$ cat config.mk
export PLATFORM = sky130hd
export DESIGN_NAME = ln_ram
export DESIGN_NICKNAME = d
export VERILOG_FILES = /design/src/rtl/ln_ram.sv
export SDC_FILE = /design/constraint.sdc
export NUM_CORES = 1
export LEC_CHECK = 0
export ABC_AREA = 1
export BUFFER_PORTS_ARGS = -buffer_cell sky130_fd_sc_hd__buf_2
export CORE_MARGIN = 3
export CORE_UTILIZATION = 61
export CTS_CLUSTER_SIZE = 8
export DETAILED_ROUTE_END_ITERATION = 16
export GPL_ROUTABILITY_DRIVEN = 0
export PLACE_DENSITY_LB_ADDON = 0.25
export RECOVER_POWER = 100
export SLEW_MARGIN = 20
export SYNTH_ARGS = -nofsm -noshare
export SYNTH_HDL_FRONTEND = slang
export SYNTH_SLANG_ARGS = --single-unit
$ cat constraint.sdc
create_clock -name clk_i -period 1.49 [get_ports clk_i]
set_clock_uncertainty 0.05 [all_clocks]
set_input_delay 0.2235 -clock clk_i [delete_from_list [all_inputs] [get_ports clk_i]]
set_output_delay 0.2235 -clock clk_i [all_outputs]
set_load 0.05 [all_outputs]
$ cat src/rtl/ln_ram.sv
// Generic single-write, single-read RAM with registered read data.
module ln_ram #(
  parameter int WIDTH = 8,
  parameter int DEPTH = 16
) (
  input  logic                     clk_i,
  input  logic                     we_i,
  input  logic [$clog2(DEPTH)-1:0] waddr_i,
  input  logic [WIDTH-1:0]         wdata_i,
  input  logic [$clog2(DEPTH)-1:0] raddr_i,
  output logic [WIDTH-1:0]         rdata_o
);

  logic [WIDTH-1:0] mem_q [DEPTH];

  always_ff @(posedge clk_i) begin
    if (we_i) begin
      mem_q[waddr_i] <= wdata_i;
    end
    rdata_o <= mem_q[raddr_i];
  end

endmodule

## Word level (Yosys, flattened, before mapping)

Memories as Yosys holds them, arrays and structs flattened. A register that Yosys moved wholly into a read port is not among the register bits.
Index checks and enable logic that the tools add are counted.

| operators by class | value |
|---|---|
| multiplexer cells | 2 |

Operator list:

| kind | count |
|---|---|
| $mux W1 | 2 |

| storage, ports and cells | value |
|---|---|
| bits in registers | 0 |
| bits in writable memories | 128 |
| bits of input ports | 18 |
| output and inout bits | 8 |
| logic and storage cells | 3 |
| memories | 1 |

Memories:

| name | depth | bits a word | read ports | clocked after memory_dff | write ports | RTL line | source |
|---|---|---|---|---|---|---|---|
| mem_q | 16 | 8 | 1 | 1 | 1 | 14 | `logic [WIDTH-1:0] mem_q [DEPTH];` |

## Depth between registers and ports, before layout

| logic depth | value |
|---|---|
| word-level depth | 2 |
| mapped depth | 8 |

## Least setup slack after synthesis

Ideal clock, no wire load.

| path | value |
|---|---|
| kind | input to register |
| start point | input port waddr_i[2] |
| end point | memory mem_q[10][0] (enable) |
| setup time | 370 ps |
| data arrival time | 804 ps |
| setup slack | 266 ps |
| stages | 2 |
| cells stage by stage | nand3b_1 -> nor2_1 |

RTL lines:

| what | RTL line | source |
|---|---|---|
| start: declaration | 8 | `input logic [$clog2(DEPTH)-1:0] waddr_i,` |
| end: declaration | 14 |  |

No word-level cell before the write port.

## Final worst setup path

| path | value |
|---|---|
| start point | register rdata_o[1] (read register of mem_q) |
| end point | output port rdata_o[1] |

RTL lines:

| what | RTL line | source |
|---|---|---|
| start: declaration | 11 | `output logic [WIDTH-1:0] rdata_o` |

No word-level cell between the ends.

==> impl_metrics.csv <==
group,metric,value,unit
run_status,status,"finished, final reports clean",
pwr,power_frac_clock,0.457,
grt,top_usage_layer,"met2",
pwr,swShare,0.2289,
grt,grt_first_pass_wirelength,20380,µm
drt,drc,0,
timing,hold_slack,0.07943,ns
placed_design,hpwl,7959,µm
clocking,cts_resized,0,
clocking,clk_latency,0.52,ns
finish,antenna_cells,0,
timing,slew_viol_final,0,
pwr,irDropWorstVdd,0.7366,mV
grt,antenna_found_initial,0,
timing,hold_viol_final,0,
timing,period_share,0.9656,
worst_setup_path,cp_max_fo,1,
die,core_area,8934,µm²
worst_setup_path,critical_path.startpoint,"rdata_o[1]$_DFF_P_",
clocking,cts-buffers-inserted,17,
die,die_area,10660,µm²
die,pin_count,26,
clocking,htreeDepth,4,
worst_setup_path,r2r_start,"mem_q[9][4]$_DFFE_PP_",
logic_synthesis,synth.net_count,569,
finish,final_common_cell,"nand2_1",
die,die_y,103.2,µm
worst_setup_path,path_class,"reg -> out",
job,maxCapViolCount,0,
drt,wl_per_cell,18.14,µm
logic_synthesis,ys_warn_count,0,
timing,tightest_slew,0.8784,ns
clocking,path_clk_slew,0.06,ns
finish,drive_gt1_frac,0.09314,
worst_setup_path,worst_path_largest_cell_delay,0.36,ns
pwr,static-leakage-power,0.002854,µW
logic_synthesis,ys_seq_area_frac,0.6943,
drt,vias_per_cell,5.542,
timing,rsz0062_at_grt,"no",
placed_design,port_buffers,25,
grt,grt_use_met2,0.4159,
worst_setup_path,critPathBufInv,1,
timing,slew_headroom,0.4144,
timing,tns,0,ns
die,die_w,103.2,µm
pwr,powerDensity,1369,nW/µm²
logic_synthesis,synth-simple-area-share,0.2105,
pwr,p_comb_frac,0.068,
grt,overflow,0,
logic_synthesis,synth_top_family_by_area,"simple AND/OR/NAND/NOR gates",
worst_setup_path,path_cells,"clkbuf_2",
timing,post-route-min-period,1.439,ns
logic_synthesis,synth_xor_area_frac,0,
logic_synthesis,syn-cell-area,5767,µm²
logic_synthesis,avgSynthCellArea,10.47,µm²
logic_synthesis,synth-adder-area-share,0,
timing,setup_viol,0,
clocking,cts_root_buf,"clkbuf_8",
clocking,cts_setup_buffers,0,
drt,drt-total-wl,13060,µm
placed_design,place_ws,0.1444,ns
hold_path,worstHoldStart,"raddr_i[2]",
grt,track_usage,0.2676,
timing,fmax,0.6950,GHz
grt,grt_use_met3,0.06237,
worst_setup_path,start_kind,"flop",
drt,drtIter0Drc,435,
clocking,cts_tree,"built",
worst_setup_path,critPathCaptureType,"output pin",
hold_path,hp-class,"in -> reg",
logic_synthesis,synth_compound_area_frac,0,
die,start_util,0.6455,
pwr,p_int,6992,µW
logic_synthesis,yosys-mux-area-fraction,0,
timing,timing.final.ws_setup,0.05120,ns
worst_setup_path,arrival,1.17,ns
logic_synthesis,synthesis.instances,551,
finish,final_cell_mix,"173 x nand2_1, 128 x edfxtp_1, 100 x inv_1",
logic_synthesis,post_synth_num_cell_types,12,
die,num_rows,34,
finish,syn_to_final_growth,14.88,%
worst_setup_path,critical-path-slowest-cell,"dfxtp_1",
drt,route.vias.total,3990,
grt,grt_max_degree,42,
grt,grtUsageMet1,0.3682,
grt,grt_pass1_vias,3847,
clocking,clock_sinks,136,
pwr,seqPwrFrac,0.475,
pwr,switchingPower,2075,µW
clocking,cts.path.max_buffers,2,
drt,ant_nets,0,
logic_synthesis,ys_ff_latch,136,
worst_setup_path,critPathRequiredTime,1.22,ns
worst_setup_path,crit_family,"flip-flops",
finish,fin_nets,617,
finish,utilization,0.7416,
drt,first_pass_iters,6,
final cells by class:
type | count | area, µm²
clock buffers | 17 | 414.1
clock inverters | 15 | 176.4
fillers | 579 | 2308
inverters | 102 | 382.9
multi-input cells | 289 | 1214
flip-flops and latches | 136 | 4004
well taps | 108 | 135.1
repair buffers | 53 | 299.0
sequential cells by signal (all words and copies together), names as in the netlist:
name,flops
mem_q,128
rdata_o,8
layer usage:
metal	up-vias	share of wire	wire length [µm]
met5	-	0	0
met4	0	0.018	234
met3	23	0.076	996
met2	210	0.49	6450
met1	1887	0.41	5376
li1	1870	-	-
worst paths after layout:
kind                         to  slack (ns)  cells after the start
max                  rdata_o[1]        0.05                      1
min reg2reg  rdata_o[1]$_DFF_P_        0.64                      6
max reg2reg  rdata_o[4]$_DFF_P_        0.38                      6
min          rdata_o[4]$_DFF_P_        0.08                      4
repair_timing:
action | 4_1_cts | 5_1_grt
hold endpoints to repair | 1 | 0
hold buffers | 1 | 0
setup endpoints to repair | 0 | 0
power groups by stage:
stage                     registers (µW)  clock network, µW  logic, µW
after floorplan                     4460                  0        302
after global placement              4380                  0        601
after detailed placement            4380                  0        619
after CTS                           4300               4180        629
after global routing                4310               4360        674
final                               4310               4140        621
stage by stage:
| stage | instances | cell area, µm² | total power, µW |
|---|---|---|---|
| 2_1_floorplan | 551 | 5767 | 4767 |
| 3_3_place_gp | 687 | 6101 | 4979 |
| 3_5_place_dp | 687 | 6101 | 5001 |
| 4_1_cts | 720 | 6701 | 9117 |
| 5_1_grt | 720 | 6625 | 9345 |
| 6_report | 720 | 6625 | 9067 |
synthesized netlist by cell type:
library cell / n / area, µm²
nand3_1: 97 / 485.5
inv_2: 2 / 7.510
buf_4: 4 / 30.03
buf_1: 1 / 3.750
edfxtp_1: 128 / 3844
nand2_1: 173 / 649.4
dfxtp_1: 8 / 160.2
nand3b_1: 2 / 15.01
buf_6: 6 / 67.56
nor2_1: 17 / 63.81
buf_2: 13 / 65.06
inv_1: 100 / 375.4
cells by family after synthesis:
group,Yosys count
buf+inv,126
flops,136
simple gates,289
No activity file was read; power rests on OpenSTA's default activity.
