**src/rtl/ln_pkg.sv**
```systemverilog
// Shared constants and handshake types for the layer normalization unit.
package ln_pkg;

  localparam int FIELD_W       = 24;
  localparam int MAX_LEN_DEF   = 64;
  localparam int FRAC_BITS_DEF = 16;
  localparam int SD_EXTRA      = 6;
  localparam int Y_MAG_W       = 33;

  typedef struct packed {
    logic start;
  } unit_ctl_t;

  typedef struct packed {
    logic busy;
    logic done;
  } unit_sts_t;

endpackage

```
**src/rtl/ln_div.sv**
```systemverilog
// Restoring unsigned divider, one quotient bit per cycle.
module ln_div
  import ln_pkg::*;
#(
  parameter int NW = 56,
  parameter int DW = 31
) (
  input  logic          clk_i,
  input  logic          rst_ni,
  input  unit_ctl_t     ctl_i,
  input  logic [NW-1:0] num_i,
  input  logic [DW-1:0] den_i,
  output unit_sts_t     sts_o,
  output logic [NW-1:0] quo_o
);

  localparam int CW = $clog2(NW + 1);

  logic [DW-1:0] rem_q, rem_d, den_q;
  logic [NW-1:0] n_q, n_d;
  logic [CW-1:0] cnt_q, cnt_d;
  logic          busy_q, busy_d, done_q, done_d;
  logic [DW:0]   trial, diff;
  logic          ge;

  assign trial = {rem_q, n_q[NW-1]};
  assign ge    = trial >= {1'b0, den_q};
  assign diff  = trial - {1'b0, den_q};

  always_comb begin
    rem_d  = rem_q;
    n_d    = n_q;
    cnt_d  = cnt_q;
    busy_d = busy_q;
    done_d = 1'b0;
    if (ctl_i.start) begin
      rem_d  = '0;
      n_d    = num_i;
      cnt_d  = CW'(NW);
      busy_d = 1'b1;
    end else if (busy_q) begin
      // shift one numerator bit in, subtract when it fits
      rem_d = ge ? diff[DW-1:0] : trial[DW-1:0];
      n_d   = {n_q[NW-2:0], ge};
      cnt_d = cnt_q - 1'b1;
      if (cnt_q == CW'(1)) begin
        busy_d = 1'b0;
        done_d = 1'b1;
      end
    end
  end

  always_ff @(posedge clk_i or negedge rst_ni) begin
    if (!rst_ni) begin
      busy_q <= 1'b0;
      done_q <= 1'b0;
      cnt_q  <= '0;
    end else begin
      busy_q <= busy_d;
      done_q <= done_d;
      cnt_q  <= cnt_d;
    end
  end

  always_ff @(posedge clk_i) begin
    rem_q <= rem_d;
    n_q   <= n_d;
    if (ctl_i.start) begin
      den_q <= den_i;
    end
  end

  assign sts_o.busy = busy_q;
  assign sts_o.done = done_q;
  assign quo_o      = n_q;

endmodule

```
**config.mk**
```make
export PLATFORM = sky130hd
export DESIGN_NAME = ln_div
export DESIGN_NICKNAME = d
export VERILOG_FILES = /design/src/rtl/ln_pkg.sv /design/src/rtl/ln_div.sv
export SDC_FILE = /design/constraint.sdc
export NUM_CORES = 1
export LEC_CHECK = 0
export ABC_AREA = 1
export BUFFER_PORTS_ARGS = -buffer_cell sky130_fd_sc_hd__clkbuf_2
export CORE_ASPECT_RATIO = 1.25
export CORE_MARGIN = 2
export CORE_UTILIZATION = 55
export CTS_CLUSTER_SIZE = 28
export DETAILED_ROUTE_END_ITERATION = 16
export HOLD_SLACK_MARGIN = 0.15
export PLACE_DENSITY = 0.79
export SLEW_MARGIN = 20
export SYNTH_ARGS = -nofsm -noshare
export SYNTH_HDL_FRONTEND = slang
export SYNTH_SLANG_ARGS = --single-unit
```
**constraint.sdc**
```tcl
create_clock -name clk_i -period 4.4 [get_ports clk_i]
set_clock_uncertainty 0.05 [all_clocks]
set_input_delay 0.22 -clock clk_i [delete_from_list [all_inputs] [get_ports clk_i]]
set_output_delay 0.22 -clock clk_i [all_outputs]
set_load 0.005 [all_outputs]
```
### After elaboration in Yosys (flattened, before gate mapping)

Index checks and enable logic that the tools add are counted.

* word-level logic and storage cells: 22
* register bits after elaboration: 126

* $add $sub $neg: 2
* reductions and logical operators: 1
* muxes and demuxes: 11
* magnitude comparators: 1
* equal/unequal tests: 1

Operators with widths (count)
* 56-bit two-way mux: 2
* 32-bit by 31-bit greater-or-equal comparator with 1-bit output: 1
* 31-bit two-way mux: 1
* 31-bit subtractor: 1
* 6-bit two-way mux: 2
* 6-bit by 1-bit equality test with 1-bit output, second input constant: 1
* 1-bit two-way mux: 6
* 6-bit by 1-bit subtractor with 6-bit output, second input constant: 1
* 2-bit nonzero test: 1

### Logic depth before layout (Yosys ltp)

Gate-level depths: netlist of the first run.

* depth in word-level cells: 4
* depth in mapped cells: 17
* mapped depth without buffers: 16

### Worst setup path before layout of the first run

No wires, ideal clock.

* path type: input to register
* from: input port ctl_i
* to: register n_q[0] (netlist: quo_o[0]) (enable)
* path slack: 1.511 ns
* setup time: 0.443 ns
* stages: 4
* data required time: 3.907 ns
* arrival: 2.397 ns
* path buffers: 2
* cells stage by stage: clkbuf_1 -> nor2_1 -> inv_1 -> clkbuf_1

* cells in the longest elaborated chain, start to end: 1

RTL lines
* start: declaration: line ln_div.sv:10 `input unit_ctl_t ctl_i,`
* 2-bit nonzero test (no line)
* end signal: assignment: line ln_div.sv:67 `n_q <= n_d;`
* end: declaration: line ln_div.sv:20 `logic [NW-1:0] n_q, n_d;`

No other way between the ends.
A chain may end at the register's enable or synchronous reset.

### Worst setup path in the final report of the first run

* from: register n_q[55] (netlist: quo_o[55])
* to: register rem_q[3]

* cells in the longest elaborated chain, start to end: 2
* elaborated cells between the ends (all ways): 3
* those cells by class: add/sub (1); order compare (1); mux (1)

RTL lines
* 31-bit subtractor / 32-bit by 31-bit greater-or-equal comparator with 1-bit output (equally long branches): line ln_div.sv:28, ln_div.sv:27
* 31-bit two-way mux (*): line ln_div.sv:43 `rem_d = ge ? diff[DW-1:0] : trial[DW-1:0];`
* end signal: assignment: line ln_div.sv:66 `rem_q <= rem_d;`
* end: declaration: line ln_div.sv:19 `logic [DW-1:0] rem_q, rem_d, den_q;`

Mark *: on every way between the ends. The rest lies on a longest branch, timed or not.

==> results list, run 1 <==
* Setup violations, final: 0
- Final-report max-slew violation count: 0
- For this run, the register share of the synthesized area comes to 44.2%.
* Setup_tns: 0 ns
- The H-tree was split into 4 levels.
* Synthesized area per cell: 7.19 µm²
- The worst setup path is of the flop to flop kind.
* Share of cells above drive strength 1: 15.9%
- For this run, the slowest stage of the critical path takes 0.40 ns.
* Least-Margin Pin Slew: 0.964 ns
* Dpl cells: 1,377
- Setup repair after global routing left no endpoint under its margin.
- The die is 110 µm wide.
- The detail route stage leaves a number of antenna-violating nets equal to 0.
* Top cell by count, worst path: sky130_fd_sc_hd__nand2_1
- The first TritonRoute pass finished after 7 iterations.
* Cell area power density: 539 nW/µm²
- The tightest min-delay check is of the primary input to flop type.
* Via count: 7,709
* Routability cong.: 0.944
- For this run, design rule violations remaining after detail routing come to 0.
- Clock tree from TritonCTS: built
- Fill count: 1,034
* Initial cell density of the core: 56.3%
* Sinks on the clock net: 126
* Netlist area before placement: 7770 µm²
* Clock Tree Root: sky130_fd_sc_hd__clkbuf_16
- Final critical-path share of the clock period: 61.9%
- Standby leakage power: 0.00548 µW
* Synth warn: 0
- For the worst setup path, the data arrival time is 2.98 ns.
- From synthesis to final layout, the design area changed by 29.5%.
* Status: complete, no violations
* Number of port buffers: 147
- Buffers inserted during clock tree synthesis total 17.
* GRT Util Overall: 31.0%
* Slowest-stage cell, CP: sky130_fd_sc_hd__fa_1
* Critical Path, Cell by Cell: inv_1 > ha_1 > fa_1 > inv_1 > nand2_1 > nand2_1 > nand3_1 > nand2_1 > nand2_1 > nand3_2 > nand2_4 > nand2_4 > nand2_1 > nand3_1 > o21ai_1
- The via count of the first global-routing pass came to 7,662.
- At the worst endpoint, the required time is 4.66 ns.
- Summed over all layers, the global routing overflow is 0.
* Async set-or-reset flop fraction in the synthesized netlist: 6.35%
* Cts-stage hold buffer count: 89
- Number of vias per cell: 5.14
- Synthesis instantiated 38 different standard cells from the library.
- After the flow finishes, the layout carries non-filler instances totaling 1,499.
- Clock-pin slew was measured on the worst setup and hold paths at 0.06 ns.
- Buffers & Inverters on Critical Path: 2
- Across the VDD grid, the largest voltage drop is 274 µV.
- Entering global routing, the biggest net connects 65 pins.
* Post-CTS sizing: 0
- Routed WL: 22,500 µm
- Synthesis inferred 126 register bits.
- After the first detailed-routing iteration, the DRC count stood at 578.
- After clock tree synthesis, the setup repair step added 0 buffers.
* FP Rows: 48
* Number of primary I/O pins: 148
* Cells after Synth: 1,080
- For this block, wires on met1 add up to 8370 µm.
- Dividing the detail-routed wire length by the instance count gives 15.0 µm.
- The core region is 13,800 µm².
- Leading register cell type out of synthesis: sky130_fd_sc_hd__edfxtp_1
- Final Net Count: 1,434
- STA classifies the critical path startpoint as a flop.
- Kind of end point of the critical path: flop
* First-pass GRT wire length: 35,800 µm
- Worst rel slew slack: 35.7%
- Derived from the worst setup path, the maximum achievable clock frequency is 367 MHz.
- In this design, the largest share of critical-path delay is due to simple AND/OR/NAND/NOR gates.
- Height of the chip: 137 µm
- Top routing layer in use: met4
- Once detailed placement completed, the half-perimeter wirelength came to 13,800 µm.
- Number of max-cap violations: 0
* Detailed route wirelength on metal3: 1650 µm
* Area of the die: 15,100 µm²
- Initial antenna violation count: 1
- The total count of hold-check failures in the final report came to 0.
- Maximum fanout along the worst path: 33
* Count of flip-flops with a built-in enable after synthesis: 87
- Worst-skew pair later-pin latency: 0.43 ns
- After detailed routing, the met2 layer carries 11,500 µm of wire.
- Number of buffers on the longest clock path: 2
- When the netlist entered floorplanning its net count stood at 1,204.
* Final period demand of the worst path: 2.73 ns
## cells in the mapped netlist (4+ instances only)
| cell type | n | area, µm² |
|---|---|---|
| sky130_fd_sc_hd__edfxtp_1 | 87 | 2610 |
| sky130_fd_sc_hd__nor2_1 | 39 | 146 |
| sky130_fd_sc_hd__clkinv_1 | 6 | 22.5 |
| sky130_fd_sc_hd__o21ai_0 | 5 | 25.0 |
| sky130_fd_sc_hd__nor3_1 | 4 | 20.0 |
| sky130_fd_sc_hd__buf_6 | 4 | 45.0 |
| sky130_fd_sc_hd__dfxtp_1 | 31 | 621 |
| sky130_fd_sc_hd__nand4_1 | 4 | 25.0 |
| sky130_fd_sc_hd__ha_1 | 33 | 413 |
| sky130_fd_sc_hd__xnor2_1 | 12 | 105 |
| sky130_fd_sc_hd__nand2_2 | 4 | 25.0 |
| sky130_fd_sc_hd__clkbuf_1 | 15 | 56.3 |
| sky130_fd_sc_hd__inv_2 | 6 | 22.5 |
| sky130_fd_sc_hd__nand3b_1 | 14 | 105 |
| sky130_fd_sc_hd__nor2_2 | 5 | 31.3 |
| sky130_fd_sc_hd__inv_1 | 180 | 676 |
| sky130_fd_sc_hd__nand3_1 | 78 | 390 |
| sky130_fd_sc_hd__dfrtp_1 | 8 | 200 |
| sky130_fd_sc_hd__buf_2 | 6 | 30.0 |
| sky130_fd_sc_hd__a21oi_1 | 18 | 90.1 |
| sky130_fd_sc_hd__nand2_1 | 483 | 1810 |
| sky130_fd_sc_hd__o21ai_1 | 11 | 55.1 |
## area by class of cell
class                           count  area, µm²  area share (%)
Antenna cell                        1       2.50          0.0249
Clock buffer                       18        429            4.26
Clock inverter                     14        136            1.36
Inverter                          192        721            7.16
Multi-Input combinational cell    732       3460            34.3
Sequential cell                   126       3430            34.1
Tap cell                          175        219            2.18
Timing Repair Buffer              241       1670            16.6
## kinds of logic (layout without fill, tap and decap cells)
family                     Yosys count  in the layout  share of synthesized area [%]
AOI/OAI and AO/OA                   41             41                           2.88
xor gates and xnor gates            15             15                           1.69
and+or+nand+nor                    642            642                           34.3
buffers and inverters              222            465                           11.4
adders and majority gates           34             34                           5.57
other                                0              1                              0
DFF                                126            126                           44.2
## report_power, final
part           switching (µW)  total [µW]  internal, µW  leakage [µW]
Sequential                146        1640          1490       0.00126
Clock                     568        1350           787      0.000273
Combinational            1520        2430           907       0.00395
Total                    2240        5420          3190       0.00548
## path summary, 6_finish.rpt
check | cells past startpoint | slack (ns) | to | startpoint
setup / recovery | 15 | 1.67 | rem_q[3] | quo_o[55]
hold / removal | 1 | 0.19 | den_q[6] | ctl_i
setup reg to reg | 15 | 1.67 | rem_q[3] | quo_o[55]
hold reg to reg | 2 | 0.42 | rem_q[16] | rem_q[16]
max in group asynchronous | 3 | 3.22 | cnt_q[2] | rst_ni
min in group asynchronous | 3 | 0.78 | cnt_q[3] | rst_ni
## per-layer routing
metal | vias to the layer above | track usage, %
li1 | 3787 | -
met1 | 3440 | 34.4
met2 | 397 | 54.5
met3 | 85 | 7.38
met4 | 0 | 16.3
met5 | - | 0
## flip-flops by register name, summed over array words and instances, names as in the netlist
register	cells
den_q	31
busy_q	1
quo_o	56
cnt_q	6
rem_q	31
done_q	1
## metrics by stage
stage	util [%]	area (µm²)	setup slack (ns)	power, µW	hold slack [ns]
2_1_floorplan	-	7770	1.51	3450	-0.126
3_3_place_gp	62.3	8610	1.81	3920	0.0279
3_5_place_dp	62.3	8610	1.72	3960	0.0299
4_1_cts	72.8	10100	1.69	5390	0.188
5_1_grt	72.9	10100	1.39	5840	0.187
6_report	72.9	10100	1.67	5420	0.193
## cells in the final DEF, fill, tap and decap left out, types with 7 or more instances in the layout
master / instances
sky130_fd_sc_hd__inv_2: 7
sky130_fd_sc_hd__edfxtp_1: 87
sky130_fd_sc_hd__dfxtp_1: 31
sky130_fd_sc_hd__a21oi_1: 18
sky130_fd_sc_hd__nand3b_1: 14
sky130_fd_sc_hd__nand3_1: 78
sky130_fd_sc_hd__inv_1: 179
sky130_fd_sc_hd__ha_1: 33
sky130_fd_sc_hd__dlygate4sd3_1: 89
sky130_fd_sc_hd__nand2_1: 483
sky130_fd_sc_hd__xnor2_1: 12
sky130_fd_sc_hd__dfrtp_1: 8
sky130_fd_sc_hd__clkbuf_16: 17
sky130_fd_sc_hd__nor2_1: 38
sky130_fd_sc_hd__o21ai_1: 11
sky130_fd_sc_hd__clkbuf_2: 146
Power figures use the tool's default switching activity.
==> run 2, diff against run 1 <==
- CORE_UTILIZATION: 55 -> 51
- PLACE_DENSITY: 0.79 -> 0.77
- clock period: 4.4 -> 2.5 ns (I/O delays scaled with it)
==> run 2 against run 1 <==
Against the previous run: first-iteration DRC count down 21%; combinational power up 84%; global-route usage fell by 3.3 points; register-to-register slack got worse by 1.5 ns; clock power increased by 88%; highest routed layer unchanged; sequential cell count did not move; non-clock buffer count up 11; wire length is 2.2% lower; die area grew 7.6%; via count is 1.3% lower.
==> results list, run 2 (synthesized netlist as in run 1, its figures left out) <==
- Count of endpoints failing hold in the final timing report: 0 (unchanged)
- Top cell by count, worst path: sky130_fd_sc_hd__nand2_1
- The via count of the first global-routing pass was 7,699 (+0.48%).
- Routing usage on met2: 50.9% (-3.5 points)
- Initial antenna violation count: 0 (-1)
- Number of clock buffers inserted by TritonCTS: 17 (unchanged)
- The post-placement cell area is 8680 µm² (+0.86%).
* Clock Tree Root: sky130_fd_sc_hd__clkbuf_16
- The top cell types in the final layout, fill and taps aside, are sky130_fd_sc_hd__nand2_1, sky130_fd_sc_hd__inv_1, sky130_fd_sc_hd__clkbuf_2.
* Number of port buffers: 147 (unchanged)
- Delay contributed by the slowest stage of the critical path: 0.36 ns (-0.04 ns)
- Placeable Area: 15,000 µm² (+8.2%)
- Number of vias per cell: 5.02 (-2.4%)
- The share of post-route cells with drive strength above 1 came to 16.6% (+0.76 points).
- The global route total overflow is 0 (unchanged).
* Final routed wire length divided by cell count: 14.5 µm (-3.3%)
- The I/O pin total was 148 (unchanged).
- The number of nets in the final layout is 1,446 (+0.84%).
- The worst supply voltage drop on vdd is 552 µV (+100%).
- Setup_tns: 0 ns (unchanged)
* Fraction of met1 tracks used by global routing: 29.9% (-4.5 points)
- The final estimated routing congestion in global placement is 0.971 (+2.8%).
- The maximum clock rate was 438 MHz (+19%).
* Slowest-stage cell, CP: sky130_fd_sc_hd__fa_2
- Total area of multi-input combinational cells: 3490 µm² (+0.90%)
- The residual antenna-violating net count after detailed routing came to 0 (unchanged).
- The number of fill cells in the layout is 1,163 (+12%).
- The worst hold path belongs to the class primary input to flop.
- The critical path is of the flop to flop type.
* Final Power: 9870 µW (+82%)
- Area overhead of the layout relative to synthesis: 31.9%
- The clock sink total is 126 (unchanged).
* Number of buffers on the longest clock path: 2 (unchanged)
- The measured slew at the worst slew-check pin is 0.696 ns (-0.268 ns).
- Standby leakage power: 0.00557 µW (+1.6%)
- Clock tree from TritonCTS: built
* Count of antenna diodes in the layout: 0 (-1)
* Critical Path AT: 2.60 ns (-0.38 ns)
- Width of the die: 114 µm (+3.7%)
- Storage cell area: 3430 µm² (unchanged)
- The met3 track demand over resource in global routing came to 5.20% (-2.2 points).
- The half-perimeter wire length after placement is 14,100 µm (+1.8%).
- The area of the die came to 16,200 µm² (+7.6%).
* Initial cell density of the core: 52.0% (-4.3 points)
- The area of all placed cells without fillers came to 10,200 µm² (+1.8%).
- Height of the chip: 142 µm (+3.7%)
* Final period demand of the worst path: 2.28 ns (-0.443 ns)
* Setup violations, final: 0 (unchanged)
- Iteration count of the initial detailed-routing pass: 5 (-2)
* Final critical-path share of the clock period: 91.3% (+29 points)
- After global routing, the most crowded layer is met2.
- Routed WL: 22,000 µm (-2.2%)
- First-pass GRT wire length: 35,500 µm (-0.77%)
* Final routed DRC violation total: 0 (unchanged)
- Final-report max-slew violation count: 0 (unchanged)
- The placement row count is 50 (+4.2%).
- The total track usage was 27.7% (-3.3 points).
* Data required, critical path: 2.82 ns (-1.84 ns)
- CP startpoint kind: flop
- Number of DRC markers after the initial detailed-route iteration: 455 (-21%)
* Count of H-tree levels built during CTS: 4 (unchanged)
- The flip-flop count of the largest register after layout came to 56 (unchanged).
* Critical Path, Cell by Cell: inv_1 > ha_1 > fa_2 > inv_1 > nand2_1 > nand2_1 > nand3_1 > nand2_1 > nand2_1 > nand3_2 > nand2_4 > buf_6 > nand3b_1 > nand3_1 > nand2_1
- The share of the core filled with cells in the final layout was 68.5% (-4.3 points).
* Cell area power density: 963 nW/µm² (+79%)
* Reg clk slew, reported paths: 0.07 ns (about the same)
* Worst rel slew slack: 53.6% (+18 points)
* Worst-skew pair later-pin latency: 0.44 ns (about the same)
- Leaving out fill and tap cells, the most frequent cell in the layout is sky130_fd_sc_hd__nand2_1.
- The overall via count from detail_route came to 7,611 (-1.3%).
* Kind of end point of the critical path: flop
- Critical path's top delay family: simple AND/OR/NAND/NOR gates
- Setup repair after global routing left no endpoint under its margin.
- The sum of buffers and inverters on the critical path was 3 (+1).
- Maximum number of pins on one net before global-route repair: 40 (-38%)
- The run finished with clean final reports.
* Maximum fanout along the worst path: 16 (-52%)
* Number of max-cap violations: 0 (unchanged)
==> run 2: changes by cell type in the layout (fill, tap and decap cells not counted), moves of 2 or more <==
cell	before	now
sky130_fd_sc_hd__buf_4	6	13
sky130_fd_sc_hd__clkinv_4	5	2
sky130_fd_sc_hd__inv_8	1	4
sky130_fd_sc_hd__clkinv_2	2	0
sky130_fd_sc_hd__nand2_8	0	2
==> run 2: cell type report <==
| class | count | area share (%) |
|---|---|---|
| multi-input cells | 733 | 34.0 |
| clock buffers | 18 | 4.19 |
| well taps | 182 | 2.22 |
| inverters | 192 | 7.03 |
| flip-flops and latches | 126 | 33.5 |
| repair buffers | 252 | 17.3 |
| clock inverters | 14 | 1.68 |
==> run 2: timing repair <==
item	in CTS	in global routing
gates resized for setup	0	6
buffers inserted	0	3
hold endpoints to repair	113	0
hold buffers	90	0
endpoints found under the setup margin	0	31
==> run 2: worst paths after layout <==
check                           from   endpoint  slack [ns]  depth (start not counted)
max in group asynchronous     rst_ni   cnt_q[3]        1.45                          3
min in group asynchronous     rst_ni   cnt_q[0]        0.65                          3
hold reg to reg            rem_q[15]  rem_q[15]        0.42                          2
hold / removal              den_i[2]   den_q[2]        0.36                          2
setup / recovery           quo_o[55]  rem_q[12]        0.22                         15
setup reg to reg           quo_o[55]  rem_q[12]        0.22                         15
==> run 2: metrics by stage <==
| step | std cells | setup slack, ns | hold WS (ns) |
|---|---|---|---|
| floorplan | 1080 | 0.359 | -0.221 |
| global placement | 1391 | 0.202 | -0.0674 |
| detailed placement | 1391 | 0.0978 | -0.0649 |
| CTS | 1513 | 0.0679 | 0.341 |
| global route | 1517 | 0.0117 | 0.366 |
| finish | 1517 | 0.217 | 0.357 |
==> run 2: per-layer routing <==
layer	vias to the layer above	wire [µm]
li1	3811	-
met1	3440	8400
met2	292	11500
met3	68	1190
met4	0	899
met5	-	0
==> run 2: report_power, final <==
part	switching, µW	internal [µW]	total [µW]
Clock	1030	1510	2540
Combinational	2750	1710	4460
Sequential	245	2630	2870
==> run 3, diff against run 2 <==
- RECOVER_POWER: unset -> 25
==> run 3 against run 2 <==
Against the previous run: setup slack better by 0.0026 ns; non-clock buffer count stayed put; utilization is 0.084 points lower; die area stayed put; combinational power hardly changed; via count is 0.26% lower; final area is 0.12% lower; first-iteration DRC count is 2.6% lower; sequential share of layout area hardly changed; sequential cell count stayed put; global-route usage stayed put; largest power group unchanged; clock-buffer cell count stayed put; highest routed layer unchanged.
==> results list, run 3 (synthesized netlist as in run 1, its figures left out) <==
- Status: complete, no violations
* Maximum number of pins on one net before global-route repair: 40 (unchanged)
* RSZ-0062 raised after global routing: false
- Sw Pwr: 4030 µW (about the same)
* Cell area power density: 964 nW/µm² (about the same)
- The internal power contribution came to 5840 µW (about the same).
- Worst rel slew slack: 53.8% (+0.20 points)
- Worst-skew pair later-pin latency: 0.43 ns (about the same)
- Setup violations, final: 0 (unchanged)
- The I/O pin total came to 148 (unchanged).
- Number of global-route vias before repair: 7,699 (unchanged)
- Fraction of power consumed by the clock network: 25.8% (about the same)
* GRT Util Overall: 27.7% (unchanged)
- Height of the chip: 142 µm (unchanged)
- The number of antenna violations at the first check in global routing is 0 (unchanged).
* Least-Margin Pin Slew: 0.693 ns (-0.00297 ns)
- Half-perimeter wire length after detailed placement: 14,100 µm (unchanged)
- Sinks on the clock net: 126 (unchanged)
- Worst supply voltage drop on vdd: 550 µV (-0.40%)
- The maximum clock rate was 439 MHz (+0.11%).
- Buffers & Inverters on Critical Path: 3 (unchanged)
- Via count: 7,591 (-0.26%)
- Critical Path, Cell by Cell: inv_1 > ha_1 > fa_2 > inv_1 > nand2_1 > nand2_1 > nand3_1 > nand2_1 > nand2_1 > nand3_2 > nand2_4 > buf_6 > nand3b_1 > nand3_1 > nand2_1
- The number of I/O port buffers was 147 (unchanged).
- Number of DRC markers after the initial detailed-route iteration: 443 (-2.6%)
* Reg clk slew, reported paths: 0.07 ns (about the same)
* Clock tree from TritonCTS: built
- Counting stages on the worst path, the most repeated cell is sky130_fd_sc_hd__nand2_1.
- Critical path's top delay family: simple AND/OR/NAND/NOR gates
- Commonest cells after routing, fill and taps aside: sky130_fd_sc_hd__nand2_1, sky130_fd_sc_hd__inv_1, sky130_fd_sc_hd__clkbuf_2
- The final estimated routing congestion in global placement was 0.971 (unchanged).
* Final routed DRC violation total: 0 (unchanged)
* Kind of end point of the critical path: flop
- First-pass GRT wire length: 35,500 µm (unchanged)
- Clock Tree Root: sky130_fd_sc_hd__clkbuf_16
* Crit Path Class: flop to flop
* Routed WL: 22,000 µm (-0.10%)
- The relative contribution of combinational cells to total power was 45.1% (about the same).
* Flip-flop count of the largest register after layout: 56 (unchanged)
* Final worst hold slack: 0.361 ns (+0.00361 ns)
- Area after DPL: 8680 µm² (unchanged)
- Final period demand of the worst path: 2.28 ns (-0.00257 ns)
- The average vias per placed instance came to 5.00 (-0.26%).
- Data required, critical path: 2.82 ns (about the same)
- Number of routed nets with antenna violations: 0 (unchanged)
- The largest driver fanout on the critical path came to 16 (unchanged).
- The final-report max-slew violation count is 0 (unchanged).
* Final worst slack: 0.220 ns (+0.00257 ns)
* Placeable Area: 15,000 µm² (unchanged)
- The clock buffer count from CTS was 17 (unchanged).
- The number of iterations in the first detailed-routing pass was 5 (unchanged).
- The routed length per instance was 14.5 µm (-0.10%).
- Overflow left after global routing: 0 (unchanged)
- Count of H-tree levels built during CTS: 4 (unchanged)
- Slowest-stage cell, CP: sky130_fd_sc_hd__fa_2
* Kind of path behind the tightest hold check: primary input to flop
- Critical Path AT: 2.60 ns (about the same)
- The share of post-route cells with drive strength above 1 is 15.9% (-0.75 points).
- The area of the die came to 16,200 µm² (unchanged).
- The placement row count is 50 (unchanged).
* Setup_tns: 0 ns (unchanged)
- CP startpoint kind: flop
- Count of endpoints failing hold in the final timing report: 0 (unchanged)
- The final antenna diode count was 0 (unchanged).
* Number of buffers on the longest clock path: 2 (unchanged)
* Delay contributed by the slowest stage of the critical path: 0.36 ns (about the same)
* Setup slack at placement: 0.0978 ns (unchanged)
* Fraction of power spent switching nets: 40.8% (about the same)
* Most common library cell in the layout ignoring fill and taps: sky130_fd_sc_hd__nand2_1
* Standby leakage power: 0.00554 µW (-0.56%)
- The number of nets in the final layout was 1,446 (unchanged).
* Final std cell area, no fill: 10,200 µm² (-0.12%)
- The fraction of the cycle the final worst path needs was 91.2% (-0.10 points).
* Sequential share of power: 29.1% (about the same)
- Area overhead of the layout relative to synthesis: 31.7%
* Number of max-cap violations: 0 (unchanged)
- Width of the die: 114 µm (unchanged)
* Initial cell density of the core: 52.0% (unchanged)
-- run 3: final timing paths --
path                       startpoint        end  slack, ns  depth (start not counted)
setup / recovery            quo_o[55]  rem_q[12]       0.22                         15
hold / removal               den_i[2]   den_q[2]       0.36                          2
setup reg to reg            quo_o[55]  rem_q[12]       0.22                         15
hold reg to reg             rem_q[15]  rem_q[15]       0.42                          2
max in group asynchronous      rst_ni   cnt_q[3]       1.44                          3
min in group asynchronous      rst_ni   cnt_q[0]       0.66                          3
-- run 3: power groups by stage --
stage	sequential (µW)	combinational (µW)	clock [µW]
final	2870	4450	2540
after global routing	2910	5030	2640
after CTS	2860	4300	2570
after detailed placement	2890	4150	0
after global placement	2890	4100	0
after floorplan	2850	3230	0
-- run 3: area by class of cell --
cell class	instances	area [µm²]
clock buffer	18	429
clock inverter	14	173
fill	1169	4720
inverter	192	721
multi-input combinational	733	3490
sequential	126	3430
tap	182	228
timing repair buffer	252	1760
-- run 3: what timing repair did --
item | 4_1_cts | 5_1_grt
hold endpoints to repair | 113 | 0
setup buffers | 0 | 3
resized for setup | 0 | 6
hold buffers | 90 | 0
endpoints found under the setup margin | 0 | 31
-- run 3: stage by stage --
step,power (µW),cells,utilization (%)
floorplan,6080,1080,-
global placement,6980,1391,58.1
detailed placement,7040,1391,58.1
CTS,9730,1513,68.1
global route,10600,1517,68.5
finish,9870,1517,68.5
-- run 3: routing by layer --
metal | GRT usage [%] | wire length [µm]
met4 | 14.4 | 938
met2 | 50.9 | 11500
met3 | 5.20 | 1160
met5 | 0 | 0
met1 | 29.9 | 8430
