## src/rtl/ln_pkg.sv

```systemverilog
// Shared constants and handshake types for the layer normalization unit.
package ln_pkg;

  localparam int FIELD_W       = 24;
  localparam int MAX_LEN_DEF   = 64;
  localparam int FRAC_BITS_DEF = 16;
  localparam int SD_EXTRA      = 6;
  localparam int Y_MAG_W       = 33;

  typedef struct packed {
    logic start;
  } unit_ctl_t;

  typedef struct packed {
    logic busy;
    logic done;
  } unit_sts_t;

endpackage

```

## src/rtl/ln_sqrt.sv

```systemverilog
// Bit-serial integer square root, one root bit per cycle.
module ln_sqrt
  import ln_pkg::*;
#(
  parameter int IN_W  = 61,
  parameter int RES_W = 31
) (
  input  logic             clk_i,
  input  logic             rst_ni,
  input  unit_ctl_t        ctl_i,
  input  logic [IN_W-1:0]  rad_i,
  output unit_sts_t        sts_o,
  output logic [RES_W-1:0] root_o
);

  localparam int RW = 2 * RES_W;
  localparam int CW = $clog2(RES_W + 1);

  logic [RW-1:0] v_q, v_d, res_q, res_d, bit_q, bit_d, trial;
  logic [CW-1:0] cnt_q, cnt_d;
  logic          busy_q, busy_d, done_q, done_d;

  assign trial = res_q + bit_q;

  always_comb begin
    v_d    = v_q;
    res_d  = res_q;
    bit_d  = bit_q;
    cnt_d  = cnt_q;
    busy_d = busy_q;
    done_d = 1'b0;
    if (ctl_i.start) begin
      v_d    = RW'(rad_i);
      res_d  = '0;
      bit_d  = RW'(1) << (RW - 2);
      cnt_d  = CW'(RES_W);
      busy_d = 1'b1;
    end else if (busy_q) begin
      if (v_q >= trial) begin
        v_d   = v_q - trial;
        res_d = (res_q >> 1) + bit_q;
      end else begin
        res_d = res_q >> 1;
      end
      bit_d = bit_q >> 2;
      cnt_d = cnt_q - 1'b1;
      if (cnt_q == CW'(1)) begin
        busy_d = 1'b0;
        done_d = 1'b1;
      end
    end
  end

  always_ff @(posedge clk_i or negedge rst_ni) begin
    if (!rst_ni) begin
      busy_q <= 1'b0;
      done_q <= 1'b0;
      cnt_q  <= '0;
    end else begin
      busy_q <= busy_d;
      done_q <= done_d;
      cnt_q  <= cnt_d;
    end
  end

  always_ff @(posedge clk_i) begin
    v_q   <= v_d;
    res_q <= res_d;
    bit_q <= bit_d;
  end

  assign sts_o.busy = busy_q;
  assign sts_o.done = done_q;
  assign root_o     = res_q[RES_W-1:0];

endmodule

```

## config.mk

```make
export PLATFORM = sky130hd
export DESIGN_NAME = ln_sqrt
export DESIGN_NICKNAME = d
export VERILOG_FILES = /design/src/rtl/ln_pkg.sv /design/src/rtl/ln_sqrt.sv
export SDC_FILE = /design/constraint.sdc
export NUM_CORES = 1
export LEC_CHECK = 0
export ABC_CLOCK_PERIOD_IN_PS = 11900
export BUFFER_PORTS_ARGS = -buffer_cell sky130_fd_sc_hd__buf_4
export CORE_MARGIN = 8
export CORE_UTILIZATION = 30
export DETAILED_ROUTE_END_ITERATION = 8
export PLACE_DENSITY = 0.56
export SYNTH_ARGS = -nofsm -noshare
export SYNTH_HDL_FRONTEND = slang
export SYNTH_SLANG_ARGS = --single-unit
```

## constraint.sdc

```tcl
create_clock -name clk_i -period 11.9 [get_ports clk_i]
set_input_delay 1.785 -clock clk_i [delete_from_list [all_inputs] [get_ports clk_i]]
set_output_delay 1.785 -clock clk_i [all_outputs]
set_load 0.02 [all_outputs]
```

# Word-level counts from Yosys, hierarchy flattened
# Cells that the tools add are included.
# W data, S select, Z words.
dict set report totals {
  output_inout_bits 33
  romBits 0
  latchBits 0
  ff_bits 162
  inputBits 64
  ram_bits 0
  n_memories 0
  wordCells 29
}
dict set report op_classes {
  n_eq_ne 1
  order_cmp 1
  mul 0
  n_reduce_logical 4
  mux 12
  n_shift 0
  n_bitwise 0
  add_sub_neg 4
  n_div 0
}
# cell n
set op_table {}
lappend op_table {{$mux W61} 3}
lappend op_table {{$add A61 B61 Y62} 1}
lappend op_table {{$add A62 B61 Y62} 1}
lappend op_table {{$ge A62 B62 Y1} 1}
lappend op_table {{$mux W62} 1}
lappend op_table {{$sub A62 B62 Y62} 1}
lappend op_table {{$mux W5} 2}
lappend op_table {{$mux W1} 6}
lappend op_table {{$eq A5 B1 Y1 const B} 1}
lappend op_table {{$sub A5 B1 Y5 const B} 1}
lappend op_table {{$reduce_and A2 Y1} 2}
lappend op_table {{$reduce_bool A2 Y1} 2}

# Longest topological paths before layout
# Gate-level depths: netlist (run 1).
dict set report depth {
  depth_word 5
  mapped_depth 24
  ltp_nobuf 21
}

# Worst setup path before layout (run 1)
# Ideal clock, no wire load.
dict set report synth_timing {
  path_kind {register to register}
  startpoint {reg res_q[2]}
  endpoint {reg v_q[0], enable pin}
  slack_ns 2.544
  stages_incl_launch_ff 22
  arrival_ns 8.791
  path_cell_list {dfxtp_1 -> ha_1 -> a31oi_1 -> nor3_1 -> o21a_1 -> o21ai_0 -> a21oi_1 -> o31ai_1 -> o21ai_0 -> a21boi_0 -> xor2_1 -> ha_1 -> clkbuf_1 -> nand4_1 -> nor2_1 -> nand3_1 -> or2_2 -> or2_2 -> o221a_4 -> buf_2 -> clkbuf_1 -> o21ai_0}
}
dict set report synth_between {
  elab_chain_len 4
}
# item line
set synth_lines {}
lappend synth_lines {{start, declared} ln_sqrt.sv:19} ;# logic [RW-1:0] v_q, v_d, res_q, res_d, bit_q, bit_d, trial;
lappend synth_lines {{start signal, assigned} ln_sqrt.sv:68} ;# res_q <= res_d;
lappend synth_lines {{$add A62 B61 Y62} ln_sqrt.sv:23} ;# assign trial = res_q + bit_q;
lappend synth_lines {{$ge A62 B62 Y1} ln_sqrt.sv:39} ;# if (v_q >= trial) begin
lappend synth_lines {{$reduce_bool A2 Y1 (no line)} --}
lappend synth_lines {{$reduce_and A2 Y1 (no line)} --}
lappend synth_lines {{end signal, assigned} ln_sqrt.sv:67} ;# v_q <= v_d;
lappend synth_lines {{end, declared} ln_sqrt.sv:19}
# No other way between the ends.
# A chain may end at the register's enable or synchronous reset.

# Worst setup path in the final report (run 1)
dict set report layout_timing {
  startpoint {reg bit_q[0]}
  endpoint {reg v_q[50], enable pin}
}
dict set report layout_between {
  elab_chain_len 4
}
# item line
set layout_lines {}
lappend layout_lines {{start, declared} ln_sqrt.sv:19}
lappend layout_lines {{start signal, assigned} ln_sqrt.sv:69} ;# bit_q <= bit_d;
lappend layout_lines {{$add A62 B61 Y62} ln_sqrt.sv:23}
lappend layout_lines {{$ge A62 B62 Y1} ln_sqrt.sv:39}
lappend layout_lines {{$reduce_bool A2 Y1 (no line)} --}
lappend layout_lines {{$reduce_and A2 Y1 (no line)} --}
# No other way between the ends.

==> summary.txt, run 1 <==
CTS
  – CTS sink cnt: 162
  – Setup Buffers After CTS: 0
  – CTS tree: done
  – Cts repair resizes: 0
  – Clk buf depth: 2
  – Hold_buf cts: 0
  – CTS H-tree lvls: 4
  – Clock Pin Slew Worst Setup and Hold Paths: roughly 70 ps
  – CTS root buf: clkbuf_16
  – Cts bufs inserted: 17
  – Skew-Pair Late Insertion Delay: between 400 and 500 ps

Route
  – WL/cell: ~19 µm
  – ANT nets after route: 0
  – Vias: 15.0k
  – DRT iter0 DRCs: 1401
  – Vias/cell: 5.58
  – Routed wire length: 50300 µm
  – Remaining design rule violation count: 0
  – DR pass1 iterations: 7

Layout
  – Layout area overhead: 10.2%
  – Most frequent cells in the layout: 240 x nand2_1, 178 x nor2_1, 175 x o21ai_0
  – Most common cell after layout, fill and taps aside: nand2_1
  – Final net count: 2187
  – Filler Cell Count: about 5.4k
  – Ratio of cells with drive above 1 in the final layout: a little under a tenth
  – Ant. Diodes: 0

GRT
  – M2 GR Usage: 26.2%
  – Total track usage: 16.4%
  – Initial antenna violation count: 0
  – Gr ovfl total: 0
  – GRT met1 Usage: 22.5%
  – Met3 GRT Util: 2.30%
  – First-pass GRT wire length: 78900 µm
  – Vias in the first global route: 14.3k
  – Largest net degree at the start of global routing: between 80 and 90
  – GR peak layer: met2

Floorplanning
  – Total die area: 59300 µm²
  – Die Height: 243 µm
  – Starting Density: 30.3%
  – Core ar.: 51200 µm²
  – Die Wd: 243 µm
  – # rows: between 80 and 90
  – Ports: 97

Power
  – Static leakage power: 6.70 nW
  – IR drop worst, VDD: 197 µV
  – Total power: 3.94 mW
  – PD cells: 230 nW/µm²

Synthesis
  – Yosys cell types: 84
  – Post-Synthesis Cell Area: around 16000 µm²
  – Synth top area share: between 10% and 20%
  – Ys async rst share: 4.32%
  – Synth Warn #: 0
  – Syn nets: between 2k and 2.5k
  – Main synth FF type: dfxtp_1
  – Leading area contributor after synthesis: dfxtp_1
  – Avg Cell Area, Syn: 7.72 µm²
  – Leading post-synthesis cells by cell area: dfxtp_1 12%, edfxtp_1 12%, ha_1 10%
  – Cells after Synth: 2010
  – Synthesis-stage register bit count: 162
  – Seq/Total Area, Yosys: between 20% and 30%
  – Post-synth EDFFs: 61

Timing
  – Tightest Pin Transition: 1000 ps
  – Sum Neg Setup Slack: 0 ps
  – Slew HR: 33.2%
  – Minimum clock period: 7110 ps
  – Final Hold Viols: 0
  – Hold Slack: just over 500 ps
  – RSZ-0062 raised after global routing: no
  – Period Utilization, post-route: 59.7%
  – Slew Limit Fails: 0
  – Slack of the critical path: roughly 4800 ps
  – Max Clock Freq: 141 MHz
  – Final setup viols: 0
  – Setup Skew: 14.9 ps

Critical path
  – Slowest Stage Delay on Critical Path: 680 ps
  – Most frequent CP cell: ha_1
  – Top cell family by delay on the critical path: compound AO/OA/AOI/OAI gates
  – Worst r2r src: bit_q[0]
  – WP buf/inv: 2
  – Crit. Startpoint: bit_q[0]
  – Critical Path RT: 11990 ps
  – Crit-path max FO: 65
  – Worst Setup End Kind: register
  – Startpoint types: register
  – Critical path's slowest cell: o21ai_0
  – Crit path DAT: 7200 ps
  – Setup CP Type: reg2reg
  – Cells along the critical path: ha_1 > ha_1 > a21o_1 > a31oi_1 > o21ai_0 > a21oi_1 > o31a_1 > o21ai_0 > a221oi_1 > nor4_1 > nor4b_1 > ha_1 > nand4_1 > nor2_1 > nand3_1 > or2_2 > o221a_4 > buf_4 > o21ai_4 > buf_4

Placement
  – Final Wtd Congestion: 0.911
  – I/O Buffers: 96
  – DP Wirelength: 38100 µm
  – Worst slack, placed: between 4000 and 5000 ps

Run status
  – Status: complete, no violations

Flow run
  – Maximum Capacitance Violations: 0

Hold path
  – Min-delay src: res_q[0]
  – Worst min-delay path class: reg2reg
[metal layers]
metal	share of wire [%]	vias to the layer above
met4	2.0	0
met5	0	-
li1	-	7363
met1	48	7091
met3	4.9	63
met2	45	473
[synthesized netlist by cell type, types with 36 or more instances]
library cell / n
mux2i_1: 41
dfxtp_1: 94
nand3_1: 36
xnor2_1: 76
nand2_1: 240
nor2_1: 178
xor2_1: 57
o21ai_0: 176
a21oi_1: 153
clkbuf_1: 85
inv_1: 59
a21o_1: 42
a31oi_1: 50
edfxtp_1: 61
ha_1: 128
nand4_1: 45
[area by class of cell]
| cell class | count | area [µm²] | share of cell area [%] |
|---|---|---|---|
| Multi-Input combinational cell | 1648 | 10700 | 62.8 |
| Sequential cell | 162 | 3890 | 22.8 |
| Tap cell | 680 | 851 | 4.97 |
| Timing Repair Buffer | 106 | 800 | 4.67 |
| Clock buffer | 17 | 425 | 2.49 |
| Inverter | 59 | 221 | 1.29 |
| Clock inverter | 15 | 168 | 0.980 |
[cells by family after synthesis]
kind of cell	after synthesis	share of synthesized area, %
and+or+nand+nor	678	20.5
DFF	162	25.1
AOI/OAI and AO/OA	665	27.8
xor gates and xnor gates	133	7.51
buffers and inverters	200	5.83
adders and majority gates	129	10.4
muxes	43	2.79
[final timing paths]
path / to / slack, ps / cells after the start
setup / recovery: v_q[50] / 4790 / 20
hold / removal: res_q[0] / 510 / 2
setup reg to reg: v_q[50] / 4790 / 20
hold reg to reg: res_q[0] / 510 / 2
max in group asynchronous: busy_q / 10640 / 1
min in group asynchronous: cnt_q[1] / 1120 / 1
[per-stage QoR]
stage                     area (µm²)  instances  utilization [%]
after global placement         16500       2655             32.3
after detailed placement       16500       2655             32.3
after floorplan                15500       2010                -
after CTS                      17100       2687             33.4
final                          17100       2687             33.4
after global routing           17100       2687             33.4
[worst register-to-register path: stages (launching register included)]
cell and delay [ps]:
dfxtp_1 360, ha_1 190, ha_1 200, a21o_1 150, a31oi_1 170, o21ai_0 680
a21oi_1 340, o31a_1 410, o21ai_0 490, a221oi_1 230, nor4_1 360, nor4b_1 110
ha_1 460, nand4_1 220, nor2_1 150, nand3_1 200, or2_2 380, o221a_4 250
buf_4 350, o21ai_4 260, buf_4 660
[flip-flops by register name, summed over array words and instances (netlist names)]
name    count
bit_q      31
res_q      62
v_q        62
busy_q      1
cnt_q       5
done_q      1
[where the power goes]
group | switching [mW] | leakage, nW | total, mW | internal, mW
combinational | 1.51 | 4.96 | 2.43 | 0.911
clock | 0.285 | 0.284 | 0.583 | 0.298
sequential | 0.130 | 1.46 | 0.932 | 0.802
(Power assumes the default switching activity.)
==> run 2, diff against run 1 <==
--- a/config.mk
+++ b/config.mk
@@ -5,12 +5,12 @@
 export SDC_FILE = /design/constraint.sdc
 export NUM_CORES = 1
 export LEC_CHECK = 0
-export ABC_CLOCK_PERIOD_IN_PS = 11900
+export ABC_CLOCK_PERIOD_IN_PS = 6000
 export BUFFER_PORTS_ARGS = -buffer_cell sky130_fd_sc_hd__buf_4
 export CORE_MARGIN = 8
 export CORE_UTILIZATION = 30
 export DETAILED_ROUTE_END_ITERATION = 8
-export PLACE_DENSITY = 0.56
+export PLACE_DENSITY = 0.58
 export SYNTH_ARGS = -nofsm -noshare
 export SYNTH_HDL_FRONTEND = slang
 export SYNTH_SLANG_ARGS = --single-unit
==> constraint.sdc (replaced) <==
create_clock -name clk_i -period 6 [get_ports clk_i]
set_input_delay 0.9 -clock clk_i [delete_from_list [all_inputs] [get_ports clk_i]]
set_output_delay 0.9 -clock clk_i [all_outputs]
set_load 0.02 [all_outputs]
==> run 2 against run 1 <==
Net effect:
- combinational power grew 100%
- worst hold slack lost 260 ps
- setup slack lost 4400 ps
- non-clock buffer count grew 36
- final cell count grew 1.3%
- sequential cell count is the same
- wire length is essentially flat
- clock skew grew 0.98 ps
- clock-buffer cell count grew 2
- register-to-register slack lost 4400 ps
- critical path type unchanged
- critical endpoint is now res_q[6]
==> summary.txt, run 2 (synthesis gave the netlist of run 1 again) <==
Route
  – Vias/cell: 5.53 (-0.82%)
  – WL/cell: 18.5 µm (-1.3%)
  – ANT nets after route: 0 (unchanged)
  – DRT iter0 DRCs: 1186 (-15%)
  – Vias: 15.1k (+0.51%)
  – Remaining design rule violation count: 0 (unchanged)
  – Routed wire length: 50300 µm (about the same)
  – DR pass1 iterations: 5 (-2)

Placement
  – DP Area: 16800 µm² (+1.9%)
  – Final Wtd Congestion: 0.950 (+4.3%)
  – DP Wirelength: 38800 µm (+1.8%)
  – I/O Buffers: 96 (unchanged)

Critical path
  – Critical Path RT: 6340 ps (-5650 ps)
  – WP buf/inv: 1 (-1)
  – Startpoint types: register
  – Top cell family by delay on the critical path: compound AO/OA/AOI/OAI gates
  – Most frequent CP cell: o21ai_0
  – Cells along the critical path: ha_1 > a31oi_1 > nor3_2 > o21a_1 > o21ai_0 > a21oi_1 > o31ai_2 > o21ai_0 > a21boi_0 > xor2_1 > ha_1 > a21oi_1 > o211ai_1 > a41oi_1 > a211oi_1 > nor2_2 > o221a_4 > buf_12 > o21ai_0 > a221oi_1
  – Slowest Stage Delay on Critical Path: 440 ps (-240 ps)
  – Crit path DAT: 5900 ps (-1300 ps)
  – Worst Setup End Kind: register
  – Crit-path max FO: 41 (-37%)
  – Setup CP Type: reg2reg
  – Critical path's slowest cell: a221oi_1

Power
  – PD cells: 453 nW/µm² (+97%)
  – IR drop worst, VDD: 229 µV (+16%)
  – Static leakage power: 6.89 nW (+2.8%)

CTS
  – Clk buf depth: 2 (unchanged)
  – Cts bufs inserted: 17 (unchanged)
  – CTS root buf: clkbuf_16
  – CTS tree: done
  – Hold_buf cts: 0 (unchanged)
  – CTS H-tree lvls: 4 (unchanged)
  – Skew-Pair Late Insertion Delay: 470 ps (about the same)
  – CTS sink cnt: 162 (unchanged)
  – Clock Pin Slew Worst Setup and Hold Paths: 70 ps (about the same)

Flow run
  – Maximum Capacitance Violations: 0 (unchanged)

Layout
  – Regs by FF count: res_q (62), v_q (62), bit_q (31)
  – Layout area overhead: 12.6%
  – Ratio of cells with drive above 1 in the final layout: 11.3% (+2.1 points)
  – Most frequent cells in the layout: 240 x nand2_1, 177 x nor2_1, 171 x o21ai_0
  – Most common cell after layout, fill and taps aside: nand2_1
  – Final net count: 2223 (+1.6%)
  – Ant. Diodes: 0 (unchanged)
  – Final instance area: 17500 µm² (+2.2%)

Timing
  – Slew Limit Fails: 0 (unchanged)
  – Final setup viols: 0 (unchanged)
  – Minimum clock period: 5560 ps (-1540 ps)
  – RSZ-0062 raised after global routing: no
  – Final Hold Viols: 0 (unchanged)
  – Max Clock Freq: 180 MHz (+28%)
  – Tightest Pin Transition: 1080 ps (+76.8 ps)
  – Slew HR: 28.0% (-5.1 points)
  – Setup Skew: 15.9 ps (+0.981 ps)
  – Period Utilization, post-route: 92.7% (+33 points)
  – Sum Neg Setup Slack: 0 ps (unchanged)

Floorplanning
  – Die Wd: 243 µm (unchanged)
  – Core ar.: 51200 µm² (unchanged)
  – Starting Density: 30.3% (unchanged)
  – # rows: 83 (unchanged)
  – Total die area: 59300 µm² (unchanged)
  – Ports: 97 (unchanged)
  – Die Height: 243 µm (unchanged)

GRT
  – Total track usage: 16.3% (-0.035 points)
  – Initial antenna violation count: 1 (+1)
  – Largest net degree at the start of global routing: 111 (+29%)
  – First-pass GRT wire length: 78900 µm (unchanged)
  – Gr ovfl total: 0 (unchanged)
  – Vias in the first global route: 14.1k (-1.3%)

Hold path
  – Worst min-delay path class: in2async

Run status
  – Status: complete, no violations
[run 2: cell types whose count changed in the layout (fill, tap and decap cells not counted), moves of 4 or more]
| cell | previous run | this run |
|---|---|---|
| buf_12 | 0 | 5 |
| buf_4 | 105 | 136 |
| o21ai_0 | 175 | 171 |
| o21ai_1 | 2 | 6 |
[run 2: worst paths after layout]
check                         start        to  slack, ps  cells past startpoint
min in group clk_i         cnt_q[4]  cnt_q[4]        520                      2
setup / recovery           bit_q[2]  res_q[6]        440                     20
hold reg to reg            cnt_q[4]  cnt_q[4]        520                      2
hold / removal               rst_ni  cnt_q[2]        240                      1
max in group asynchronous    rst_ni    busy_q       5620                      1
setup reg to reg           bit_q[2]  res_q[6]        440                     20
[run 2: power by group]
part	internal (mW)	switching, mW
sequential	1.58	0.228
clock	0.591	0.542
combinational	1.95	3.02
[run 2: final cells by class]
type	instances	area [µm²]
Fill cell	5358	33700
Multi-Input combinational cell	1648	10800
Sequential cell	162	3890
Timing Repair Buffer	142	1130
Tap cell	680	851
Clock buffer	19	475
Inverter	59	221
Clock inverter	13	110
[run 2: stage by stage]
step	util [%]	cells	setup slack [ps]	power [mW]	hold slack, ps
global route	34.1	2723	23.8	8.53	229
finish	34.1	2723	437	7.91	241
detailed placement	32.9	2689	26.2	6.73	511
global placement	32.9	2689	31.4	6.69	500
floorplan	-	2010	47.6	5.42	478
CTS	34.0	2721	16.3	7.89	220
[run 2: layer usage]
layer | GRT usage (%) | up-vias | wire length (µm)
li1 | - | 7463 | -
met1 | 22.6 | 7132 | 24000
met2 | 26.3 | 418 | 23100
met3 | 2.00 | 54 | 2280
met4 | 4.97 | 0 | 974
met5 | 0 | - | 0
[run 2: worst reg2reg max path, stage by stage, from the launching register on]
cell      delay [ps]
dfxtp_1          340
ha_1             320
a31oi_1          330
nor3_2           120
o21a_1           230
o21ai_0          290
a21oi_1          150
o31ai_2          300
o21ai_0          230
a21boi_0         280
xor2_1           220
ha_1             360
a21oi_1          250
o211ai_1         130
a41oi_1          330
a211oi_1         150
nor2_2           300
o221a_4          340
buf_12           230
o21ai_0          120
a221oi_1         440
[run 2: timing repair]
item	4_1_cts	5_1_grt
setup buffers	0	2
setup endpoints to repair	1	129
gates resized for setup	1	13
pin swaps	0	1
==> run 3, diff against run 2 <==
--- a/config.mk
+++ b/config.mk
@@ -5,12 +5,13 @@
 export SDC_FILE = /design/constraint.sdc
 export NUM_CORES = 1
 export LEC_CHECK = 0
-export ABC_CLOCK_PERIOD_IN_PS = 6000
+export ABC_CLOCK_PERIOD_IN_PS = 5900
 export BUFFER_PORTS_ARGS = -buffer_cell sky130_fd_sc_hd__buf_4
+export CAP_MARGIN = 30
 export CORE_MARGIN = 8
 export CORE_UTILIZATION = 30
 export DETAILED_ROUTE_END_ITERATION = 8
-export PLACE_DENSITY = 0.58
+export PLACE_DENSITY = 0.56
 export SYNTH_ARGS = -nofsm -noshare
 export SYNTH_HDL_FRONTEND = slang
 export SYNTH_SLANG_ARGS = --single-unit
==> constraint.sdc (replaced) <==
create_clock -name clk_i -period 5.9 [get_ports clk_i]
set_input_delay 0.885 -clock clk_i [delete_from_list [all_inputs] [get_ports clk_i]]
set_output_delay 0.885 -clock clk_i [all_outputs]
set_load 0.02 [all_outputs]
==> run 3 against run 2 <==
Net effect:
- global-route usage rose by 0.68 points
- register-to-register slack worse by 180 ps
- clock power about the same
- die area unchanged
- final cell count grew 0.55%
- total power grew 5.2%
- first-iteration DRC count grew 9.7%
- critical path depth shrank 2
- clock skew up 1.0 ps
- non-clock buffer count is 14 higher
- core utilization increased by 0.24 points
- clock-buffer cell count down 1
==> summary.txt, run 3 (synthesis gave the netlist of run 1 again) <==
Placement
  – DP Wirelength: 40200 µm (+3.5%)
  – I/O Buffers: 96 (unchanged)
  – Dpl cells: 2701 (+0.45%)
  – DP Area: 16900 µm² (+0.57%)
  – Final Wtd Congestion: 0.935 (-1.7%)
  – Worst slack, placed: -117 ps (-143 ps)

GRT
  – Initial antenna violation count: 0 (-1)
  – Gr ovfl total: 0 (unchanged)
  – First-pass GRT wire length: 82100 µm (+4.0%)
  – Met3 GRT Util: 2.25% (+0.25 points)
  – M2 GR Usage: 27.1% (+0.85 points)
  – GR peak layer: met2
  – Total track usage: 17.0% (+0.68 points)
  – Vias in the first global route: 14.9k (+5.9%)
  – Largest net degree at the start of global routing: 94 (-15%)
  – GRT met1 Usage: 23.1% (+0.58 points)

Timing
  – Hold Slack: 215 ps (-25.9 ps)
  – Slew Limit Fails: 0 (unchanged)
  – Period Utilization, post-route: 95.6% (+2.8 points)
  – Setup Skew: 16.9 ps (+0.996 ps)
  – Tightest Pin Transition: 863 ps (-217 ps)
  – Sum Neg Setup Slack: 0 ps (unchanged)
  – RSZ-0062 raised after global routing: no
  – Minimum clock period: 5640 ps (+75.1 ps)
  – Slack of the critical path: 262 ps (-175 ps)
  – Final setup viols: 0 (unchanged)
  – Max Clock Freq: 177 MHz (-1.3%)
  – Final Hold Viols: 0 (unchanged)
  – Slew HR: 42.5% (+14 points)

CTS
  – CTS sink cnt: 162 (unchanged)
  – CTS root buf: clkbuf_16
  – Skew-Pair Late Insertion Delay: 470 ps (about the same)
  – Clock Pin Slew Worst Setup and Hold Paths: 70 ps (about the same)
  – CTS H-tree lvls: 4 (unchanged)
  – CTS tree: done
  – Cts bufs inserted: 17 (unchanged)
  – Hold_buf cts: 0 (unchanged)
  – Clk buf depth: 2 (unchanged)

Layout
  – Final net count: 2237 (+0.63%)
  – Layout area overhead: 13.4%
  – Final instance area: 17600 µm² (+0.71%)
  – Layout Cells excl Fill: 2738 (+0.55%)
  – Storage cell area: 3890 µm² (unchanged)
  – Filler Cell Count: 5403 (+0.84%)
  – Regs by FF count: res_q (62), v_q (62), bit_q (31)
  – Most frequent cells in the layout: 240 x nand2_1, 177 x nor2_1, 170 x o21ai_0
  – Most common cell after layout, fill and taps aside: nand2_1
  – Ratio of cells with drive above 1 in the final layout: 11.9% (+0.65 points)
  – Multi-input logic area: 10800 µm² (+0.30%)

Route
  – DRT iter0 DRCs: 1301 (+9.7%)
  – WL/cell: 19.2 µm (+4.0%)
  – Vias/cell: 5.64 (+1.9%)
  – DR pass1 iterations: 6 (+1)
  – Remaining design rule violation count: 0 (unchanged)
  – Routed wire length: 52600 µm (+4.6%)
  – Vias: 15.4k (+2.4%)
  – ANT nets after route: 0 (unchanged)

Hold path
  – Worst min-delay path class: in2async

Floorplanning
  – Core ar.: 51200 µm² (unchanged)
  – Die Wd: 243 µm (unchanged)
  – Ports: 97 (unchanged)
  – Starting Density: 30.3% (unchanged)
  – Die Height: 243 µm (unchanged)
  – Total die area: 59300 µm² (unchanged)
  – # rows: 83 (unchanged)

Critical path
  – Crit-path max FO: 8 (-80%)
  – Startpoint types: register
  – Setup CP Type: reg2reg
  – Critical Path RT: 6100 ps (-240 ps)
  – Worst Setup End Kind: register
  – Crit. Startpoint: bit_q[2]
  – Worst r2r src: bit_q[2]
  – Crit path DAT: 5840 ps (-60 ps)

Power
  – IR drop worst, VDD: 246 µV (+7.3%)
  – Combinational fraction of design power: 64.3% (+1.5 points)
  – Sw frac: 48.1% (+0.20 points)
  – Clk pwr share: 13.7% (-0.6 points)
  – Flop pwr share: 22.0% (-0.9 points)
  – Psw: 4.01 mW (+5.7%)
  – Static leakage power: 6.97 nW (+1.1%)
  – P_int: 4.32 mW (+4.8%)
  – PD cells: 473 nW/µm² (+4.5%)

Run status
  – Status: complete, no violations

Flow run
  – Maximum Capacitance Violations: 0 (unchanged)
==> run 3: cell types whose count changed in the layout (fill, tap and decap cells not counted), sizes merged <==
cell	previous run	this run
buf	142	156
clkinv	3	6
clkinvlp	4	1
bufinv	0	1
clkbuf	19	18
diode	0	1
==> run 3: repair_timing <==
action | CTS | global route
setup buffers | 2 | 2
resized for setup | 1 | 17
pin swaps | 1 | 2
setup endpoints to repair | 20 | 132
endpoints found under the hold margin | 0 | 0
==> run 3: final timing paths <==
| check | cells past startpoint | slack (ps) | end |
|---|---|---|---|
| max in group asynchronous | 1 | 5550 | busy_q |
| hold reg to reg | 2 | 540 | cnt_q[4] |
| min in group clk_i | 2 | 540 | cnt_q[4] |
| hold / removal | 1 | 220 | cnt_q[3] |
| setup / recovery | 18 | 260 | v_q[58] |
| setup reg to reg | 18 | 260 | v_q[58] |
==> run 3: power by group through the flow <==
stage | combinational (mW) | sequential (mW) | clock, mW
detailed placement | 5.15 | 1.85 | 0
finish | 5.35 | 1.83 | 1.14
floorplan | 3.75 | 1.76 | 0
CTS | 5.22 | 1.83 | 1.16
global placement | 5.09 | 1.85 | 0
global route | 5.87 | 1.86 | 1.20
==> run 3: cell type report <==
type                    instances  share of cell area, %
clock inverters                14                  0.725
inverters                      59                   1.26
well taps                     680                   4.83
multi-input cells            1648                   61.5
repair buffers                156                   7.10
clock buffers                  18                   2.44
diodes                          1                 0.0142
flip-flops and latches        162                   22.1
==> run 3: routing by layer <==
layer  up-vias  wire length [µm]
met5         -                 0
met4         0              1350
met3        74              2610
met2       486             23500
met1      7387             25100
li1       7485                 -
==> run 3: worst max-delay path: stages, from the launching register on <==
cell and delay (ps):
dfxtp_1 340, ha_1 340, a31oi_2 300, nor3_2 130, o21a_1 210, o21ai_0 280
a21oi_1 160, o31ai_4 370, o21ai_1 200, xnor2_1 220, ha_1 470, nand4_2 180
or3_1 360, or4_1 420, o211a_4 310, o21ai_0 370, a31o_2 290, nor4bb_1 290
nor3_1 90
==> run 3: metrics by stage <==
step                util (%)  power [mW]
floorplan                  -        5.51
global placement        33.1        6.93
detailed placement      33.1        7.00
CTS                     34.2        8.20
global route            34.4        8.93
finish                  34.4        8.33
